### config.mk
export PLATFORM = sky130hd
export DESIGN_NAME = sgs_div
export DESIGN_NICKNAME = d
export VERILOG_FILES = /design/src/rtl/sgs_pkg.sv /design/src/rtl/sgs_div.sv
export SDC_FILE = /design/constraint.sdc
export NUM_CORES = 1
export LEC_CHECK = 0
export ABC_AREA = 0
export BUFFER_PORTS_ARGS = -buffer_cell sky130_fd_sc_hd__buf_4
export CAP_MARGIN = 20
export CORE_UTILIZATION = 45
export CTS_CLUSTER_SIZE = 30
export DETAILED_ROUTE_END_ITERATION = 16
export GPL_TIMING_DRIVEN = 0
export MAX_ROUTING_LAYER = met4
export PLACE_DENSITY = 0.68
export SYNTH_ARGS = -nofsm -noshare
export SYNTH_HDL_FRONTEND = slang
export SYNTH_SLANG_ARGS = --single-unit
### constraint.sdc
create_clock -name clock -period 18.82 [get_ports clock]
set_input_delay 3.764 -clock clock [delete_from_list [all_inputs] [get_ports clock]]
set_output_delay 3.764 -clock clock [all_outputs]
set_load 0.02 [all_outputs]
### src/rtl/sgs_pkg.sv
package sgs_pkg;

   localparam logic [1:0] CMD_LOAD    = 2'd0;
   localparam logic [1:0] CMD_ELEMENT = 2'd1;
   localparam logic [1:0] CMD_READ    = 2'd2;

   localparam logic KIND_ROW  = 1'b0;
   localparam logic KIND_READ = 1'b1;

   localparam int unsigned IDX_W = 10;
   localparam int unsigned VAL_W = 32;
   localparam int unsigned SUM_W = 64;

   typedef struct packed {
      logic [1:0]              command;
      logic [IDX_W-1:0]        index;
      logic [IDX_W-1:0]        row_index;
      logic signed [VAL_W-1:0] element_value;
      logic signed [VAL_W-1:0] rhs_value;
      logic                    first_in_row;
      logic                    last_in_row;
   } req_type;

   typedef struct packed {
      logic                    kind;
      logic [IDX_W-1:0]        out_index;
      logic signed [VAL_W-1:0] out_value;
      logic                    zero_diagonal;
      logic                    saturated;
   } rsp_type;

endpackage

### src/rtl/sgs_div.sv
module sgs_div (
   input  logic                              clock,
   input  logic                              reset,
   input  logic                              start,
   input  logic [sgs_pkg::SUM_W-1:0]         dividend,
   input  logic [sgs_pkg::VAL_W-1:0]         divisor,
   output logic                              done,
   output logic [sgs_pkg::SUM_W-1:0]         quotient
);

   localparam int unsigned CNT_W = $clog2(sgs_pkg::SUM_W) + 1;

   logic                        busy_ff;
   logic                        done_ff;
   logic [CNT_W-1:0]            count_ff;
   logic [sgs_pkg::VAL_W:0]     rem_ff;
   logic [sgs_pkg::SUM_W-1:0]   quo_ff;
   logic [sgs_pkg::VAL_W-1:0]   div_ff;
   logic [sgs_pkg::VAL_W:0]     rem_sh;
   logic [sgs_pkg::VAL_W+1:0]   trial;

   // one quotient bit per cycle, restoring
   assign rem_sh = {rem_ff[sgs_pkg::VAL_W-1:0], quo_ff[sgs_pkg::SUM_W-1]};
   assign trial  = {1'b0, rem_sh} - {2'b00, div_ff};

   always_ff @(posedge clock) begin
      if (reset) begin
         busy_ff  <= 1'b0;
         done_ff  <= 1'b0;
         count_ff <= '0;
      end else begin
         done_ff <= busy_ff && !start && (count_ff == CNT_W'(1));
         if (start) begin
            busy_ff  <= 1'b1;
            count_ff <= CNT_W'(sgs_pkg::SUM_W);
            rem_ff   <= '0;
            quo_ff   <= dividend;
            div_ff   <= divisor;
         end else if (busy_ff) begin
            if (trial[sgs_pkg::VAL_W+1]) begin
               rem_ff <= rem_sh;
               quo_ff <= {quo_ff[sgs_pkg::SUM_W-2:0], 1'b0};
            end else begin
               rem_ff <= trial[sgs_pkg::VAL_W:0];
               quo_ff <= {quo_ff[sgs_pkg::SUM_W-2:0], 1'b1};
            end
            count_ff <= count_ff - CNT_W'(1);
            if (count_ff == CNT_W'(1)) begin
               busy_ff <= 1'b0;
            end
         end
      end
   end

   assign done     = done_ff;
   assign quotient = quo_ff;

endmodule

[After elaboration in Yosys (flattened, before gate mapping)]
Cells that the tools add are included.
Cells by class
  add/sub/neg operators: 2
  $mul: 0
  div/mod/pow operators: 0
  $lt $le $gt $ge: 0
  equality and inequality tests: 1
  shift operators: 0
  mux-type cells: 10
  bitwise gates (word level): 1
  reduce and logical (&&, ||, !) cells: 7
Operators with widths (number)
  2-to-1 mux 64 bit: 2
  2-to-1 mux 32 bit: 2
  subtractor 33 x 32 -> 34 bit: 1
  2-to-1 mux 7 bit: 2
  == test 7 x 1 -> 1 bit (second input constant): 1
  subtractor 7 x 1 -> 7 bit (second input constant): 1
  2-to-1 mux 1 bit: 4
  AND reduction 2 bit: 2
  logical AND 1 bit: 2
  nonzero test 2 bit: 1
  OR reduction 2 bit: 1
  logical NOT 1 bit: 1
  inverter 1 bit: 1
Storage, ports and cells
  flip-flop bits (word level): 137
  bits in latches: 0
  bits in writable memories: 0
  ROM bits: 0
  bits of input ports: 99
  output and inout port bits: 65
  logic and storage cells: 28
  memories kept: 0

[Longest topological paths before layout]
  depth in word-level cells: 4
  mapped depth: 13
  depth with buffers taken out: 12

[Worst setup path before layout]
No wires, ideal clock.
  path type: input to register
  start point: input start
  end point: register quo_ff (netlist bit quotient[0]), enable pin
  library setup time: 585 ps
  arrival: 8791 ps
  data required time: 18235 ps
  setup slack: 9444 ps
  stages: 3
  path buffers: 1
  cells stage by stage: clkbuf_1 -> inv_1 -> a21oi_1
On the way
  word-level cells in the longest chain between the ends: 2
Ends and longest elaborated chain
  start, declared: RTL line sgs_div.sv:4  | input logic start,
  nonzero test 2 bit (no line)
  AND reduction 2 bit (no line)
  end signal, assigned: RTL line sgs_div.sv:37  | quo_ff <= dividend;
  end signal, assigned: RTL line sgs_div.sv:42  | quo_ff <= {quo_ff[sgs_pkg::SUM_W-2:0], 1'b0};
  end signal, assigned: RTL line sgs_div.sv:45  | quo_ff <= {quo_ff[sgs_pkg::SUM_W-2:0], 1'b1};
  end, declared: RTL line sgs_div.sv:17  | logic [sgs_pkg::SUM_W-1:0] quo_ff;
No other way between the ends.
A chain may end at the register's enable or synchronous reset.

[Worst setup path after layout]
  start point: input start
  end point: register quo_ff (netlist bit quotient[57]), enable pin
The elaborated chain is that of the path after synthesis.

==> impl_metrics.json <==
{
  "worstSetupEndpoint": "quotient[57]$_DFFE_PP_",
  "rows": 46,
  "cts_htree_levels": 4,
  "ys_types": 59,
  "critPathRequiredTime_ns": 18.95,
  "hp-class": "flop to flop",
  "drt-pass1-iter-count": 4,
  "start_kind": "input port",
  "drive_gt1_share_pct": 37.6,
  "core_mm2": 0.0159,
  "power_leakage_nw": 3.90,
  "min_period_ns": 5.41,
  "r2r-end": "rem_ff[28]$_SDFFCE_PP0P_",
  "antenna_cells": 0,
  "synth_edf_count": 128,
  "final_cell_mix": "buf_4, edfxtp_1, mux2_2",
  "setup_violations": 0,
  "ios": 164,
  "area_growth_pct": 29.6,
  "initial_core_util_pct": 46.1,
  "synth_nets": 717,
  "port_buffers": 162,
  "path_clk_slew_ns": 0.06,
  "synth_seq_area_share_pct": 54.9,
  "final_common_cell": "buf_4",
  "fmax_mhz": 185,
  "cts_tree": "done",
  "ys_async_sr_fraction_pct": 0,
  "worst_clock_skew_ns": 0.0179,
  "avgSynthCellArea_um2": 12.6,
  "critical_path_class": "input port to flop",
  "setup.worst_path.end_class": "flop",
  "viasPerCell": 5.29,
  "maxSlewHeadroom_pct": 44.6,
  "multiInputGateArea_mm2": 0.00304,
  "cts_resized": 0,
  "ys.flop_type": "edfxtp_1",
  "pre_cts_ws_ns": 12.93,
  "max-cap-violations": 0,
  "drc": 0,
  "grt_max_degree": 30,
  "synth_seq_cells": 137,
  "wl_per_cell_um": 17.5,
  "mappedNetlistArea_mm2": 0.00732,
  "cts_sinks": 137,
  "grt_usage_pct": 22.5,
  "reg2reg_from": "quotient[63]$_DFFE_PP_",
  "rr_worst_depth": 12,
  "synthCells": 583,
  "ctsHoldBuffers": 0,
  "hold_path_depth": 2,
  "cts_setup_buffers": 0,
  "gp_congestion": 0.907,
  "status": "complete, no violations",
  "drt_iter0_drc": 272,
  "globalRouteOverflowTotal": 0,
  "crit_arrival_ns": 5.54,
  "report.final.slew_viol_count": 0,
  "grt_pass1_wl_um": 27200,
  "grt_pass1_vias": 5420,
  "drtAntennaViolNets": 0,
  "hold_viol": 0,
  "fillers": 1340,
  "clk_path_buf_depth": 2,
  "rsz0062_at_grt": "false",
  "ys_warn_count": 0,
  "antenna_found_initial": 0,
  "fin_crit_sh_pct": 28.7,
  "setup_slack_ns": 13.41,
  "fin_tns_setup_ns": 0,
  "worst-r2r-setup-slack_ns": 15.31,
  "seqCellArea_mm2": 0.00402,
  "crit_start": "start",
  "hpwl_um": 13100,
  "fin_nets": 902,
  "root_buffer": "clkbuf_16",
  "insertion_delay_ns": 0.43,
  "via_count": 5271,
  "drt-total-wl_um": 17400,
  "cts_buffers": 17,
  "ir_worst_vdd_mv": 0.0701,
  "die-area_mm2": 0.0168,
  "die_h_um": 130,
  "power_density_mw_per_mm2": 97.0,
  "fp.dieW_um": 130,
  "cp_max_fo": 29,
  "tightest_slew_ns": 0.830
}
-- logic make-up (layout without fill, tap and decap cells) --
family	count (synthesis)	in the layout	share of synthesized area (%)
AOI/OAI and AO/OA	113	113	11.3
xor gates and xnor gates	33	33	3.95
adders and majority gates	35	35	6.08
buffers and inverters	64	262	3.76
DFF	137	137	54.9
muxes	80	80	12.0
and+or+nand+nor	121	121	7.96
-- per-stage QoR --
stage | hold slack, ns | cells | total power, mW | cell area (um^2) | utilization, %
floorplan | 0.469 | 583 | 0.531 | 7320 | -
global placement | 0.483 | 961 | 0.592 | 8810 | 55.5
detailed placement | 0.509 | 965 | 0.596 | 8920 | 56.1
CTS | 0.518 | 997 | 0.927 | 9490 | 59.8
global route | 0.573 | 997 | 0.963 | 9490 | 59.8
finish | 0.517 | 997 | 0.921 | 9490 | 59.8
-- how the worst min path moves through the flow --
| stage | from | end |
|---|---|---|
| after global routing | count_ff[1]$_SDFFE_PP0P_ | count_ff[1]$_SDFFE_PP0P_ |
| after floorplan | count_ff[1]$_SDFFE_PP0P_ | count_ff[1]$_SDFFE_PP0P_ |
| after CTS | count_ff[1]$_SDFFE_PP0P_ | count_ff[1]$_SDFFE_PP0P_ |
| after detailed placement | count_ff[1]$_SDFFE_PP0P_ | count_ff[1]$_SDFFE_PP0P_ |
| after global placement | count_ff[1]$_SDFFE_PP0P_ | count_ff[1]$_SDFFE_PP0P_ |
| final | count_ff[1]$_SDFFE_PP0P_ | count_ff[1]$_SDFFE_PP0P_ |
-- synthesized netlist by cell type (3+ instances only) --
library cell / number / area, um^2
edfxtp_1: 128 / 3840
mux2_2: 64 / 721
nor2_1: 48 / 180
inv_1: 44 / 165
a21oi_1: 34 / 170
ha_1: 34 / 425
xnor2_1: 21 / 184
nand2_1: 17 / 63.8
mux2i_1: 16 / 160
o21ai_0: 16 / 80.1
a21o_1: 14 / 105
clkbuf_1: 14 / 52.6
nor3_1: 13 / 65.1
xor2_1: 12 / 105
nand4_1: 11 / 68.8
dfxtp_1: 9 / 180
a211oi_2: 7 / 87.6
nand3_1: 7 / 35.0
o21a_1: 5 / 37.5
o31ai_1: 5 / 37.5
or2_2: 5 / 31.3
a2111oi_0: 3 / 26.3
a211oi_1: 3 / 22.5
a31o_2: 3 / 26.3
and2_1: 3 / 18.8
or3_1: 3 / 18.8
-- sequential cells by signal, indices dropped and copies added (netlist names) --
name / cells
quotient: 64
div_ff: 32
rem_ff: 32
count_ff: 7
busy_ff: 1
done: 1
-- where the power goes --
part	internal [mW]	switching, mW
Combinational	0.0987	0.115
Clock	0.196	0.134
Sequential	0.365	0.0127
Total	0.659	0.262
-- critical path: stages --
cell and delay, ns:
clkbuf_1 0.28, inv_1 0.25, a21oi_4 0.72, buf_12 0.27, buf_12 0.22
-- final cells by class --
class,instances,share of cell area (%)
inverters,44,1.74
clock buffers,19,4.56
well taps,216,2.85
repair buffers,166,13.7
flip-flops and latches,137,42.4
plain buffers,20,1.16
clock inverters,13,1.50
multi-input cells,382,32.1
-- metal layers --
| metal | part of all wire, % | up-vias | global-route usage [%] |
|---|---|---|---|
| li1 | - | 2552 | - |
| met1 | 43 | 2526 | 26.6 |
| met2 | 49 | 167 | 36.2 |
| met3 | 6.7 | 26 | 6.98 |
| met4 | 1.7 | 0 | 7.87 |
| met5 | 0 | - | - |
Note: power is estimated with default switching activity, not from simulation.
